$ cat src/assert_macros.svh
// Concurrent assertion helpers, clocked on rising edge, off during reset.
`ifndef ASSERT_MACROS_SVH
`define ASSERT_MACROS_SVH

// Same-cycle implication.
`define CHK_SAME(lbl, clk, rst_n, ante, cons, msg) \
    lbl: assert property (@(posedge clk) disable iff (!rst_n) (ante) |-> (cons)) \
        else $error(msg);

// Next-cycle implication.
`define CHK_NEXT(lbl, clk, rst_n, ante, cons, msg) \
    lbl: assert property (@(posedge clk) disable iff (!rst_n) (ante) |=> (cons)) \
        else $error(msg);

`endif

$ cat src/pcfe_pkg.sv
`timescale 1ns / 1ps
package pcfe_pkg;

    localparam int IFACE_DEPTH = 16;
    localparam int IFACE_AW    = (IFACE_DEPTH > 1) ? $clog2(IFACE_DEPTH) : 1;
    localparam int IFACE_CW    = $clog2(IFACE_DEPTH + 1);

    localparam logic [31:0] BT_SHB = 32'h0A0D0D0A;
    localparam logic [31:0] BT_IDB = 32'h00000001;
    localparam logic [31:0] BT_EPB = 32'h00000006;

    localparam logic [31:0] LT_ETH  = 32'd1;
    localparam logic [31:0] LT_CAN  = 32'd227;
    localparam logic [31:0] LT_LIN  = 32'd254;
    localparam logic [31:0] LT_FLEX = 32'd259;

    localparam int HEAD_N = 14;

    typedef enum logic [2:0] {
        PH_TYPE, PH_LEN, PH_BODY, PH_TRAIL, PH_HALT
    } t_phase;

    typedef enum logic [1:0] {
        K_DATA   = 2'd0,
        K_COMMIT = 2'd1,
        K_CANCEL = 2'd2,
        K_ERROR  = 2'd3
    } t_kind;

    typedef enum logic [2:0] {
        B_CAN   = 3'd0,
        B_CANFD = 3'd1,
        B_LIN   = 3'd2,
        B_ETH   = 3'd3,
        B_FLEX  = 3'd4
    } t_bus;

    typedef struct packed {
        t_kind       kind;
        logic [7:0]  data_byte;
        t_bus        bus_kind;
        logic [63:0] timestamp_ns;
        logic [28:0] frame_id;
        logic [7:0]  frame_length;
        logic        fr_channel;
        logic [5:0]  fr_cycle;
        logic        fr_static;
    } t_result;

endpackage

$ cat src/pcapng_bus_frame_extractor_top.sv
`timescale 1ns / 1ps
// Byte-serial pcapng parser: takes one capture byte per cycle unless stalled, and
// gives at most one result per byte (a data byte, a frame descriptor, a cancel or
// an error) through a registered two-entry output buffer. The interface link
// type table sits in a single-port-write, registered-read RAM; its lookup for a
// packet is issued on the last interface-id byte and lands before the link type
// is needed. Input stalls only when both output entries are full.
module pcapng_bus_frame_extractor_top
    import pcfe_pkg::*;
(
    input  logic        i_clk,
    input  logic        i_rst_n,
    input  logic        i_valid,
    output logic        o_stall,
    input  logic        i_action,
    input  logic [7:0]  i_in_byte,
    output logic        o_valid,
    input  logic        i_stall,
    output logic [1:0]  o_kind,
    output logic [7:0]  o_data_byte,
    output logic [2:0]  o_bus_kind,
    output logic [63:0] o_timestamp_ns,
    output logic [28:0] o_frame_id,
    output logic [7:0]  o_frame_length,
    output logic        o_fr_channel,
    output logic [5:0]  o_fr_cycle,
    output logic        o_fr_static
);
`include "assert_macros.svh"

    logic                take;
    logic                tbl_we;
    logic [IFACE_AW-1:0] tbl_waddr, tbl_raddr;
    logic [31:0]         tbl_wdata, tbl_rdata;
    logic                res_valid;
    t_result             res;

    logic    r_v0, r_v1;
    t_result r_d0, r_d1;
    logic    pop;

    assign o_stall = r_v1;
    assign take    = i_valid && !r_v1;
    assign pop     = r_v0 && !i_stall;

    pcfe_ram #(
        .WIDTH(32),
        .DEPTH(IFACE_DEPTH)
    ) u_tbl (
        .i_clk   (i_clk),
        .i_we    (tbl_we),
        .i_waddr (tbl_waddr),
        .i_wdata (tbl_wdata),
        .i_raddr (tbl_raddr),
        .o_rdata (tbl_rdata)
    );

    pcfe_parser u_parser (
        .i_clk       (i_clk),
        .i_rst_n     (i_rst_n),
        .i_take      (take),
        .i_action    (i_action),
        .i_in_byte   (i_in_byte),
        .o_tbl_we    (tbl_we),
        .o_tbl_waddr (tbl_waddr),
        .o_tbl_wdata (tbl_wdata),
        .o_tbl_raddr (tbl_raddr),
        .i_tbl_rdata (tbl_rdata),
        .o_res_valid (res_valid),
        .o_res       (res)
    );

    // Two-entry output buffer: head drives the ports, second entry absorbs a stall
    always_ff @(posedge i_clk) begin
        if (!i_rst_n) begin
            r_v0 <= 1'b0;
            r_v1 <= 1'b0;
        end else if (pop) begin
            if (r_v1) begin
                r_v0 <= 1'b1;
                r_v1 <= res_valid;
            end else begin
                r_v0 <= res_valid;
            end
        end else if (!r_v0) begin
            r_v0 <= res_valid;
        end else if (res_valid) begin
            r_v1 <= 1'b1;
        end
    end

    always_ff @(posedge i_clk) begin
        if (pop) begin
            if (r_v1) begin
                r_d0 <= r_d1;
                r_d1 <= res;
            end else begin
                r_d0 <= res;
            end
        end else if (!r_v0) begin
            r_d0 <= res;
        end else if (res_valid) begin
            r_d1 <= res;
        end
    end

    assign o_valid        = r_v0;
    assign o_kind         = r_d0.kind;
    assign o_data_byte    = r_d0.data_byte;
    assign o_bus_kind     = r_d0.bus_kind;
    assign o_timestamp_ns = r_d0.timestamp_ns;
    assign o_frame_id     = r_d0.frame_id;
    assign o_frame_length = r_d0.frame_length;
    assign o_fr_channel   = r_d0.fr_channel;
    assign o_fr_cycle     = r_d0.fr_cycle;
    assign o_fr_static    = r_d0.fr_static;

    `CHK_SAME(a_buf_order, i_clk, i_rst_n, r_v1, r_v0, "second entry without head")
    `CHK_NEXT(a_buf_hold, i_clk, i_rst_n, r_v1 && i_stall, r_v1 && r_v0, "buffer lost a request")
    `CHK_SAME(a_no_push_full, i_clk, i_rst_n, r_v1 && i_stall, !res_valid, "push into full buffer")
    `CHK_SAME(a_plain_fields, i_clk, i_rst_n, o_valid && o_kind != K_COMMIT, o_bus_kind == 3'd0 && o_frame_id == 29'd0 && o_timestamp_ns == 64'd0, "descriptor fields on non-commit")
endmodule

$ cat src/pcfe_ram.sv
`timescale 1ns / 1ps
module pcfe_ram #(
    parameter int WIDTH = 32,
    parameter int DEPTH = 16,
    parameter int AW    = (DEPTH > 1) ? $clog2(DEPTH) : 1
) (
    input  logic             i_clk,
    input  logic             i_we,
    input  logic [AW-1:0]    i_waddr,
    input  logic [WIDTH-1:0] i_wdata,
    input  logic [AW-1:0]    i_raddr,
    output logic [WIDTH-1:0] o_rdata
);
    logic [WIDTH-1:0] r_mem [DEPTH];
    logic [WIDTH-1:0] r_rdata;

    always_ff @(posedge i_clk) begin
        if (i_we) begin
            r_mem[i_waddr] <= i_wdata;
        end
        r_rdata <= r_mem[i_raddr];
    end

    assign o_rdata = r_rdata;
endmodule

$ cat src/pcfe_parser.sv
`timescale 1ns / 1ps
module pcfe_parser
    import pcfe_pkg::*;
(
    input  logic                i_clk,
    input  logic                i_rst_n,
    input  logic                i_take,
    input  logic                i_action,
    input  logic [7:0]          i_in_byte,
    output logic                o_tbl_we,
    output logic [IFACE_AW-1:0] o_tbl_waddr,
    output logic [31:0]         o_tbl_wdata,
    output logic [IFACE_AW-1:0] o_tbl_raddr,
    input  logic [31:0]         i_tbl_rdata,
    output logic                o_res_valid,
    output t_result             o_res
);
    t_phase              r_phase, n_phase;
    logic [31:0]         r_pos, n_pos;
    logic [31:0]         r_btype, n_btype;
    logic [31:0]         r_blen, n_blen;
    logic [31:0]         r_tlen, n_tlen;
    logic [31:0]         r_link, n_link;
    logic [31:0]         r_pif, n_pif;
    logic [63:0]         r_time, n_time;
    logic [31:0]         r_cap, n_cap;
    logic [7:0]          r_head [HEAD_N];
    logic [7:0]          n_head [HEAD_N];
    logic                r_pend, n_pend;
    logic [IFACE_CW-1:0] r_count, n_count;
    logic                r_lookup, n_lookup;
    logic                r_hit, n_hit;

    // Decoded frame fields from the captured header bytes
    logic [6:0]  can_dlc;
    logic [3:0]  lin_len;
    logic [31:0] fr_tmp;
    logic [7:0]  fr_len;
    logic [10:0] fr_id;
    logic [31:0] win_st, win_cnt;

    always_comb begin
        can_dlc = (r_head[4] > 8'd64) ? 7'd64 : r_head[4][6:0];
        lin_len = (r_head[1][3:0] > 4'd8) ? 4'd8 : r_head[1][3:0];
        fr_tmp  = (r_cap >= 32'd7) ? (r_cap - 32'd7) : 32'd0;
        fr_len  = (fr_tmp > 32'd254) ? 8'd254 : fr_tmp[7:0];
        fr_id   = {r_head[3][3:0], r_head[2][7:1]};
        win_st  = '0;
        win_cnt = '0;
        if (r_link == LT_CAN) begin
            if (can_dlc != 7'd0 && r_cap >= 32'd8 + {25'd0, can_dlc}) begin
                win_st  = 32'd8;
                win_cnt = {25'd0, can_dlc};
            end
        end else if (r_link == LT_LIN) begin
            if (lin_len != 4'd0 && r_cap >= 32'd5 + {28'd0, lin_len}) begin
                win_st  = 32'd5;
                win_cnt = {28'd0, lin_len};
            end
        end else if (r_link == LT_ETH) begin
            win_cnt = r_cap;
        end else if (r_link == LT_FLEX) begin
            win_st  = 32'd7;
            win_cnt = {24'd0, fr_len};
        end
    end

    // Next state and results
    logic [31:0] body_len, pos_inc, q, cap_lim, pif_new, tlen_new, blen_new;
    logic        pend_now;
    t_result     desc;

    always_comb begin
        desc = '0;
        desc.kind = K_COMMIT;
        desc.timestamp_ns = r_time;
        if (r_link == LT_CAN) begin
            desc.bus_kind     = r_head[0][7] ? B_CANFD : B_CAN;
            desc.frame_id     = {r_head[0][4:0], r_head[1], r_head[2], r_head[3]};
            desc.frame_length = {1'b0, can_dlc};
        end else if (r_link == LT_LIN) begin
            desc.bus_kind     = B_LIN;
            desc.frame_id     = {21'd0, r_head[2]};
            desc.frame_length = {4'd0, lin_len};
        end else if (r_link == LT_ETH) begin
            desc.bus_kind     = B_ETH;
            desc.frame_id     = {13'd0, r_head[12], r_head[13]};
            desc.frame_length = (r_cap > 32'd255) ? 8'd255 : r_cap[7:0];
        end else begin
            desc.bus_kind     = B_FLEX;
            desc.frame_id     = {18'd0, fr_id};
            desc.frame_length = fr_len;
            desc.fr_channel   = r_head[0][7];
            desc.fr_cycle     = r_head[6][5:0];
            desc.fr_static    = (fr_id >= 11'd1) && (fr_id <= 11'd31);
        end
    end

    always_comb begin
        n_phase  = r_phase;
        n_pos    = r_pos;
        n_btype  = r_btype;
        n_blen   = r_blen;
        n_tlen   = r_tlen;
        n_link   = r_link;
        n_pif    = r_pif;
        n_time   = r_time;
        n_cap    = r_cap;
        n_head   = r_head;
        n_pend   = r_pend;
        n_count  = r_count;
        n_lookup = 1'b0;
        n_hit    = r_hit;
        o_tbl_we    = 1'b0;
        o_tbl_waddr = r_count[IFACE_AW-1:0];
        o_tbl_wdata = r_link;
        o_res_valid = 1'b0;
        o_res       = '0;
        body_len = r_blen - 32'd12;
        pos_inc  = r_pos + 32'd1;
        q        = r_pos - 32'd20;
        cap_lim  = body_len - 32'd20;
        pif_new  = r_pif;
        pif_new[8*r_pos[1:0] +: 8] = i_in_byte;
        tlen_new = r_tlen;
        tlen_new[8*r_pos[1:0] +: 8] = i_in_byte;
        blen_new = r_blen;
        blen_new[8*r_pos[1:0] +: 8] = i_in_byte;
        pend_now = r_pend;
        o_tbl_raddr = pif_new[IFACE_AW-1:0];

        // Interface table read data arrives in the cycle after the request
        if (r_lookup) begin
            n_link = r_hit ? i_tbl_rdata : 32'd0;
        end

        if (i_take) begin
            if (i_action) begin
                // End of capture: cancel any open frame, clear the parse state (head bytes and hit flag are kept)
                if (r_pend) begin
                    o_res_valid = 1'b1;
                    o_res.kind  = K_CANCEL;
                end
                n_phase  = PH_TYPE;
                n_pos    = '0;
                n_btype  = '0;
                n_blen   = '0;
                n_tlen   = '0;
                n_link   = '0;
                n_pif    = '0;
                n_time   = '0;
                n_cap    = '0;
                n_pend   = 1'b0;
                n_count  = '0;
                n_lookup = 1'b0;
            end else begin
                unique case (r_phase)
                    PH_TYPE: begin
                        n_btype[8*r_pos[1:0] +: 8] = i_in_byte;
                        if (r_pos[1:0] == 2'd3) begin
                            n_phase = PH_LEN;
                            n_pos   = '0;
                        end else begin
                            n_pos = pos_inc;
                        end
                    end
                    PH_LEN: begin
                        n_blen = blen_new;
                        if (r_pos[1:0] == 2'd3) begin
                            n_pos = '0;
                            if (blen_new < 32'd12) begin
                                n_phase     = PH_HALT;
                                o_res_valid = 1'b1;
                                o_res.kind  = K_ERROR;
                            end else begin
                                n_phase = (blen_new == 32'd12) ? PH_TRAIL : PH_BODY;
                            end
                        end else begin
                            n_pos = pos_inc;
                        end
                    end
                    PH_BODY: begin
                        if (r_btype == BT_IDB) begin
                            if (r_pos < 32'd4) begin
                                n_link[8*r_pos[1:0] +: 8] = i_in_byte;
                            end
                        end else if (r_btype == BT_EPB) begin
                            if (r_pos < 32'd4) begin
                                n_pif = pif_new;
                                if (r_pos[1:0] == 2'd3) begin
                                    n_lookup = 1'b1;
                                    n_hit    = pif_new < {{(32-IFACE_CW){1'b0}}, r_count};
                                end
                            end else if (r_pos < 32'd8) begin
                                n_time[32 + 8*r_pos[1:0] +: 8] = i_in_byte;
                            end else if (r_pos < 32'd12) begin
                                n_time[8*r_pos[1:0] +: 8] = i_in_byte;
                            end else if (r_pos < 32'd16) begin
                                n_cap[8*r_pos[1:0] +: 8] = i_in_byte;
                            end else if (r_pos < 32'd20) begin
                                if (r_pos == 32'd19) begin
                                    n_cap = (r_cap > cap_lim) ? cap_lim : r_cap;
                                    if ((r_link == LT_CAN && n_cap >= 32'd8) ||
                                        (r_link == LT_LIN && n_cap >= 32'd5) ||
                                        (r_link == LT_ETH && n_cap >= 32'd14)) begin
                                        n_pend = 1'b1;
                                    end
                                end
                            end else if (q < r_cap) begin
                                if (q < HEAD_N) begin
                                    n_head[q[3:0]] = i_in_byte;
                                end
                                if (q == 32'd0 && r_link == LT_FLEX && r_cap >= 32'd8 &&
                                    i_in_byte[6:0] == 7'd1) begin
                                    pend_now = 1'b1;
                                    n_pend   = 1'b1;
                                end
                                if (pend_now && q >= win_st && (q - win_st) < win_cnt) begin
                                    o_res_valid     = 1'b1;
                                    o_res.kind      = K_DATA;
                                    o_res.data_byte = i_in_byte;
                                end
                            end
                        end
                        n_pos = pos_inc;
                        if (pos_inc >= body_len) begin
                            n_phase = PH_TRAIL;
                            n_pos   = '0;
                        end
                    end
                    PH_TRAIL: begin
                        n_tlen = tlen_new;
                        if (r_pos[1:0] != 2'd3) begin
                            n_pos = pos_inc;
                        end else if (tlen_new != r_blen) begin
                            o_res_valid = 1'b1;
                            o_res.kind  = r_pend ? K_CANCEL : K_ERROR;
                            n_phase     = PH_HALT;
                            n_pend      = 1'b0;
                            n_pos       = '0;
                        end else begin
                            if (r_btype == BT_SHB) begin
                                n_count = '0;
                            end else if (r_btype == BT_IDB) begin
                                if (r_blen >= 32'd16 &&
                                    r_count < IFACE_CW'(IFACE_DEPTH)) begin
                                    o_tbl_we = 1'b1;
                                    n_count  = r_count + 1'b1;
                                end
                            end else if (r_btype == BT_EPB && r_pend) begin
                                o_res_valid = 1'b1;
                                o_res       = desc;
                            end
                            n_phase = PH_TYPE;
                            n_pos   = '0;
                            n_btype = '0;
                            n_blen  = '0;
                            n_tlen  = '0;
                            n_link  = '0;
                            n_pif   = '0;
                            n_time  = '0;
                            n_cap   = '0;
                            n_pend  = 1'b0;
                        end
                    end
                    PH_HALT: begin
                    end
                    default: begin
                    end
                endcase
            end
        end
    end

    // Control and field registers
    always_ff @(posedge i_clk) begin
        if (!i_rst_n) begin
            r_phase  <= PH_TYPE;
            r_pos    <= '0;
            r_btype  <= '0;
            r_blen   <= '0;
            r_tlen   <= '0;
            r_link   <= '0;
            r_pif    <= '0;
            r_time   <= '0;
            r_cap    <= '0;
            r_pend   <= 1'b0;
            r_count  <= '0;
            r_lookup <= 1'b0;
            r_hit    <= 1'b0;
        end else begin
            r_phase  <= n_phase;
            r_pos    <= n_pos;
            r_btype  <= n_btype;
            r_blen   <= n_blen;
            r_tlen   <= n_tlen;
            r_link   <= n_link;
            r_pif    <= n_pif;
            r_time   <= n_time;
            r_cap    <= n_cap;
            r_pend   <= n_pend;
            r_count  <= n_count;
            r_lookup <= n_lookup;
            r_hit    <= n_hit;
        end
    end

    // Payload head bytes
    always_ff @(posedge i_clk) begin
        r_head <= n_head;
    end
endmodule
$ cat config.mk
export PLATFORM = sky130hd
export DESIGN_NAME = pcapng_bus_frame_extractor_top
export DESIGN_NICKNAME = d
export VERILOG_FILES = /design/src/pcfe_pkg.sv /design/src/pcapng_bus_frame_extractor_top.sv /design/src/pcfe_ram.sv /design/src/pcfe_parser.sv
export VERILOG_INCLUDE_DIRS = /design/src /design/src/src
export SDC_FILE = /design/constraint.sdc
export NUM_CORES = 2
export LEC_CHECK = 0
export BUFFER_PORTS_ARGS = -buffer_cell sky130_fd_sc_hd__buf_2
export CORE_MARGIN = 2
export CORE_UTILIZATION = 35
export CTS_CLUSTER_SIZE = 14
export DETAILED_ROUTE_END_ITERATION = 6
export PLACE_DENSITY = 0.48
export RECOVER_POWER = 100
export SYNTH_ARGS = -nofsm -noshare
export SYNTH_HDL_FRONTEND = slang
export SYNTH_SLANG_ARGS = --single-unit
$ cat constraint.sdc
create_clock -name i_clk -period 32.5 [get_ports i_clk]
set_input_delay 3.25 -clock i_clk [delete_from_list [all_inputs] [get_ports i_clk]]
set_output_delay 3.25 -clock i_clk [all_outputs]
set_load 0.01 [all_outputs]
==> results.txt <==
----------------------------------------------------
[Drt]
  Vias per cell ... 5.605
  Sum of routed wire length over all layers ... 201.3 mm
  Antenna violation net count after detailed routing ... 0
  DR iter-0 viols ... 4442
  Routed via count ... 43.54k
  Wire length per cell ... 25.92 um
  Number of detailed-routing iterations run before antenna repair ... 7
  DRC violation count after routing ... 0

[Clocking]
  Number of gates resized after CTS ... 0
  Root cell of the clock tree ... sky130_fd_sc_hd__clkbuf_16
  Clock sink total ... approximately 1.1k
  Hold-fix buffers, CTS ... 0
  Clock buffer count from CTS ... 132
  Number of buffers added for setup after CTS ... 0
  Register clock-pin slew on the reported worst setup and hold paths ... roughly 0.06 ns
  Clk_lat worst skew ... 0.78 ns
  Number of levels in the clock H-tree ... 4
  CTS tree ... yes
  Maximum buffer depth of the clock tree ... 3

[Synthesis]
  Post-Synthesis Mean Instance Area ... 10.26 um^2
  Number of distinct standard cells referenced by the synthesized netlist ... a little under 100
  Library cell with the highest instance count after synthesis ... sky130_fd_sc_hd__nand2_1
  Dominant cell type by area after synthesis ... sky130_fd_sc_hd__edfxtp_1
  Top cells by area in the synthesized netlist ... sky130_fd_sc_hd__edfxtp_1 (43%), sky130_fd_sc_hd__dfxtp_1 (12%), sky130_fd_sc_hd__nand2_1 (5.9%)
  Area fraction of the dominant cell type after synthesis ... 0.4336
  Fraction of registers with async set/reset ... 0
  Most numerous cell types in the synthesized netlist ... sky130_fd_sc_hd__nand2_1 (895), sky130_fd_sc_hd__edfxtp_1 (816), sky130_fd_sc_hd__nand3_1 (356), sky130_fd_sc_hd__clkbuf_1 (336), sky130_fd_sc_hd__dfxtp_1 (333)
  Post-Syn Instances ... 5508
  Ys Warns ... 0
  Count of state elements after synthesis ... 1149
  Sequential cell area fraction in the yosys report ... 0.5516
  Cell Area, Synth ... 0.05651 mm^2
  Number of enable-type register cells in the synthesized netlist ... around 800
  Top_reg_cell synth ... sky130_fd_sc_hd__edfxtp_1

[Worst setup path]
  Required time worst endpoint ... ~33 ns
  Flop-to-flop setup slack ... about 17 ns
  Endpoint kind of the worst setup timing path ... flop
  Highest net fanout along the worst path ... 76
  Type of element launching the critical path ... flop
  Worst Path Class, Setup ... flop to flop
  Cell with the biggest individual delay on the critical path ... sky130_fd_sc_hd__clkbuf_1
  Data arrival time of the critical path ... 15.45 ns
  CP max stage delay ... 3.16 ns
  Launch instance of the worst register-to-register path ... u_parser.o_tbl_wdata[24]$_SDFF_PN0_
  End of the worst register-to-register path ... r_d1[96]$_DFFE_PP_
  Worst R2R Path Depth ... 32

[Floorplanning]
  Chip Height ... between 400 and 500 um
  CORE AREA ... 0.1604 mm^2
  Ports placed on the boundary ... 137
  Starting density of the core ... 0.3524
  Cell row count ... 147
  Die area ... around 0.16 mm^2
  Die width ... 405.8 um

[STA]
  Number of hold-slack violations in the final timing report ... 0
  Relative slew slack ... -1.887
  Total setup violations reported at the end of the flow ... 0
  Crit path setup slack, layout ... 17.33 ns
  Setup tns final ... 0 ns
  Final critical-path share of the clock period ... 0.4669
  Total count of max-transition violations in the final report ... 1154
  Max Clock Skew ... between 0.03 and 0.04 ns
  Max Clk Rate ... 65.90 MHz
  Post-layout minimum cycle time ... 15.17 ns
  Slew at the pin closest to its max-slew limit ... 4.331 ns
  RSZ-0062 raised after global routing ... no

[Layout]
  Filler cell count in the final layout ... 16.03k
  Fraction of final layout cells with drive strength greater than 1 ... 0.06153
  Total number of nets in the final design ... 5687
  Area growth, synth to finish ... 12.12%
  Final non-filler cell total ... 7769

[Power and ir drop]
  Leakage ... 23.44 nW
  P_int ... 2.454 mW
  Clock network fraction of design power ... 0.444
  Part of the total power dissipated in sequential elements ... 0.482
  Areal power density over the cells ... 51.68 mW/mm^2
  Worst voltage drop across the vdd grid ... approximately 0.000049 V
  Gate power share ... 0.074
  Net switching fraction of the power ... 0.2504
  Net switching power ... 0.8200 mW

[Global routing]
  Total global routing track utilization ... 0.2397
  Initial antenna violation count ... 4
  Global Route met3 Usage ... 0.03607
  Most crowded layer after global routing ... met2
  First-pass GRT wire length ... 292.2 mm
  Grt met2 use ... 0.3791
  Global routing usage on met1 ... 0.3295
  Total global routing overflow ... 0
  Number of global-route vias before repair ... 41.39k
  Maximum number of pins on one net before global-route repair ... between 100 and 150

[Hold path]
  Number of stages on the worst hold path ... 2
  Hold Crit Endpoint ... u_parser.r_time[46]$_SDFFE_PN0P_
  Worst Min Path Start ... u_parser.r_time[46]$_SDFFE_PN0P_
  Worst min-delay path category ... flop to flop

[Placement]
  Buffers added on ports ... roughly 140
  Detail Placement HPWL ... 130.2 mm
  Minimum setup slack after placement ... 21.59 ns
  Final RePlAce weighted congestion ... 0.9244
  # placed instances ... about 7.5k

[Job]
  Max Cap Violations ... 33

[Status]
  Violated checks ... max-capacitance violations, max-slew violations
  Result of the run ... finished, violations left

----------------------------------------------------
[layout make-up]
cell class | instances | area (um^2) | area share
sequential | 1149 | 31170 | 0.4920
clock inverter | 56 | 590.6 | 0.009321
tap | 2160 | 2703 | 0.04265
antenna | 2 | 5.005 | 0.00007899
multi-input combinational | 3840 | 23490 | 0.3707
clock buffer | 181 | 3638 | 0.05742
inverter | 127 | 479.2 | 0.007563
timing repair buffer | 254 | 1286 | 0.02030
[cells by family (layout without fill, tap and decap cells)]
| logic type | Yosys count | in the layout | share of synthesized area |
|---|---|---|---|
| other cells | 1 | 4 | 0.00006636 |
| mux | 41 | 41 | 0.007328 |
| simple gates | 2333 | 2333 | 0.2030 |
| xor+xnor | 165 | 165 | 0.02557 |
| flops | 1149 | 1149 | 0.5516 |
| compound gates | 1129 | 1129 | 0.1393 |
| buf+inv | 520 | 618 | 0.03540 |
| fa+ha+maj | 170 | 170 | 0.03777 |
[metal layers]
layer | part of all wire | vias up
met4 | 0.041 | 0
met5 | 0 | -
met3 | 0.056 | 340
met2 | 0.46 | 1477
li1 | - | 20110
met1 | 0.45 | 21610
[worst max path at each step]
stage	start	endpoint	slack, ns	cells past startpoint
after floorplan	u_parser.r_head[79]$_DFFE_PP_	r_d1[0]$_DFFE_PP_	15.79	36
after global placement	u_parser.o_tbl_wdata[25]$_SDFF_PN0_	r_d1[83]$_DFFE_PP_	21.61	32
after detailed placement	u_parser.o_tbl_wdata[25]$_SDFF_PN0_	r_d1[90]$_DFFE_PP_	21.59	32
after CTS	u_parser.o_tbl_wdata[25]$_SDFF_PN0_	r_d1[90]$_DFFE_PP_	21.52	32
after global routing	u_parser.o_tbl_wdata[25]$_SDFF_PN0_	r_d1[80]$_DFFE_PP_	16.35	32
final	u_parser.o_tbl_wdata[24]$_SDFF_PN0_	r_d1[96]$_DFFE_PP_	17.33	32
[power groups by stage]
| stage | logic [mW] | registers (mW) | clock network (mW) |
|---|---|---|---|
| floorplan | 0.152 | 1.61 | 0 |
| global placement | 0.244 | 1.61 | 0 |
| detailed placement | 0.244 | 1.61 | 0 |
| CTS | 0.245 | 1.58 | 1.48 |
| global route | 0.263 | 1.58 | 1.54 |
| finish | 0.242 | 1.58 | 1.45 |
[placed cells by master (no fill, tap or decap), types with 50 or more instances in the layout]
| cell | Yosys | final |
|---|---|---|
| sky130_fd_sc_hd__a21boi_0 | 81 | 83 |
| sky130_fd_sc_hd__a21o_1 | 185 | 184 |
| sky130_fd_sc_hd__a21oi_1 | 160 | 157 |
| sky130_fd_sc_hd__a22oi_1 | 108 | 108 |
| sky130_fd_sc_hd__a311oi_1 | 80 | 80 |
| sky130_fd_sc_hd__a31oi_1 | 52 | 52 |
| sky130_fd_sc_hd__and2_0 | 2 | 103 |
| sky130_fd_sc_hd__and2_1 | 149 | 50 |
| sky130_fd_sc_hd__and3_1 | 96 | 96 |
| sky130_fd_sc_hd__buf_4 | 0 | 77 |
| sky130_fd_sc_hd__clkbuf_1 | 336 | 206 |
| sky130_fd_sc_hd__clkbuf_16 | 0 | 133 |
| sky130_fd_sc_hd__dfxtp_1 | 333 | 332 |
| sky130_fd_sc_hd__edfxtp_1 | 816 | 816 |
| sky130_fd_sc_hd__ha_1 | 169 | 167 |
| sky130_fd_sc_hd__inv_1 | 125 | 124 |
| sky130_fd_sc_hd__nand2_1 | 895 | 895 |
| sky130_fd_sc_hd__nand3_1 | 356 | 357 |
| sky130_fd_sc_hd__nand4_1 | 70 | 70 |
| sky130_fd_sc_hd__nor2_1 | 248 | 237 |
| sky130_fd_sc_hd__nor2b_1 | 165 | 164 |
| sky130_fd_sc_hd__nor3_1 | 100 | 98 |
| sky130_fd_sc_hd__nor4_1 | 55 | 55 |
| sky130_fd_sc_hd__o21ai_0 | 173 | 180 |
| sky130_fd_sc_hd__xnor2_1 | 92 | 92 |
| sky130_fd_sc_hd__xor2_1 | 73 | 73 |
[registers in the layout, summed over array words and instances (netlist names), 8 cells and up]
name	cells
o_frame_id	29
o_data_byte	8
r_d1	122
u_parser.r_head	49
u_parser.r_blen	32
o_timestamp_ns	64
u_parser.r_btype	32
u_tbl.r_mem	512
o_frame_length	8
u_parser.r_cap	32
u_parser.r_pos	32
u_parser.r_tlen	32
u_tbl.o_rdata	32
u_parser.r_pif	32
u_parser.o_tbl_wdata	32
u_parser.r_time	64
u_parser.fr_id	11
[per-stage QoR]
stage | instance area (um^2) | hold slack (ns) | total power, mW | utilization
finish | 63360 | 0.4503 | 3.275 | 0.3951
global route | 63360 | 0.4727 | 3.383 | 0.3950
CTS | 63800 | 0.4515 | 3.307 | 0.3978
detailed placement | 59570 | 0.4378 | 1.853 | 0.3715
global placement | 59570 | 0.4321 | 1.853 | 0.3715
floorplan | 56520 | 0.4167 | 1.759 | -
[critical path, delay by kind of cell (launching register included)]
kind,cells,cell delay [ns]
XOR/XNOR,1,0.10
AND/OR/NAND/NOR,17,5.29
flip-flops,1,0.47
AO/OA/AOI/OAI,9,2.52
adder cells (fa/ha/maj),2,0.68
buffers and inverters,3,5.48
No activity file was read; power rests on OpenSTA's default activity.
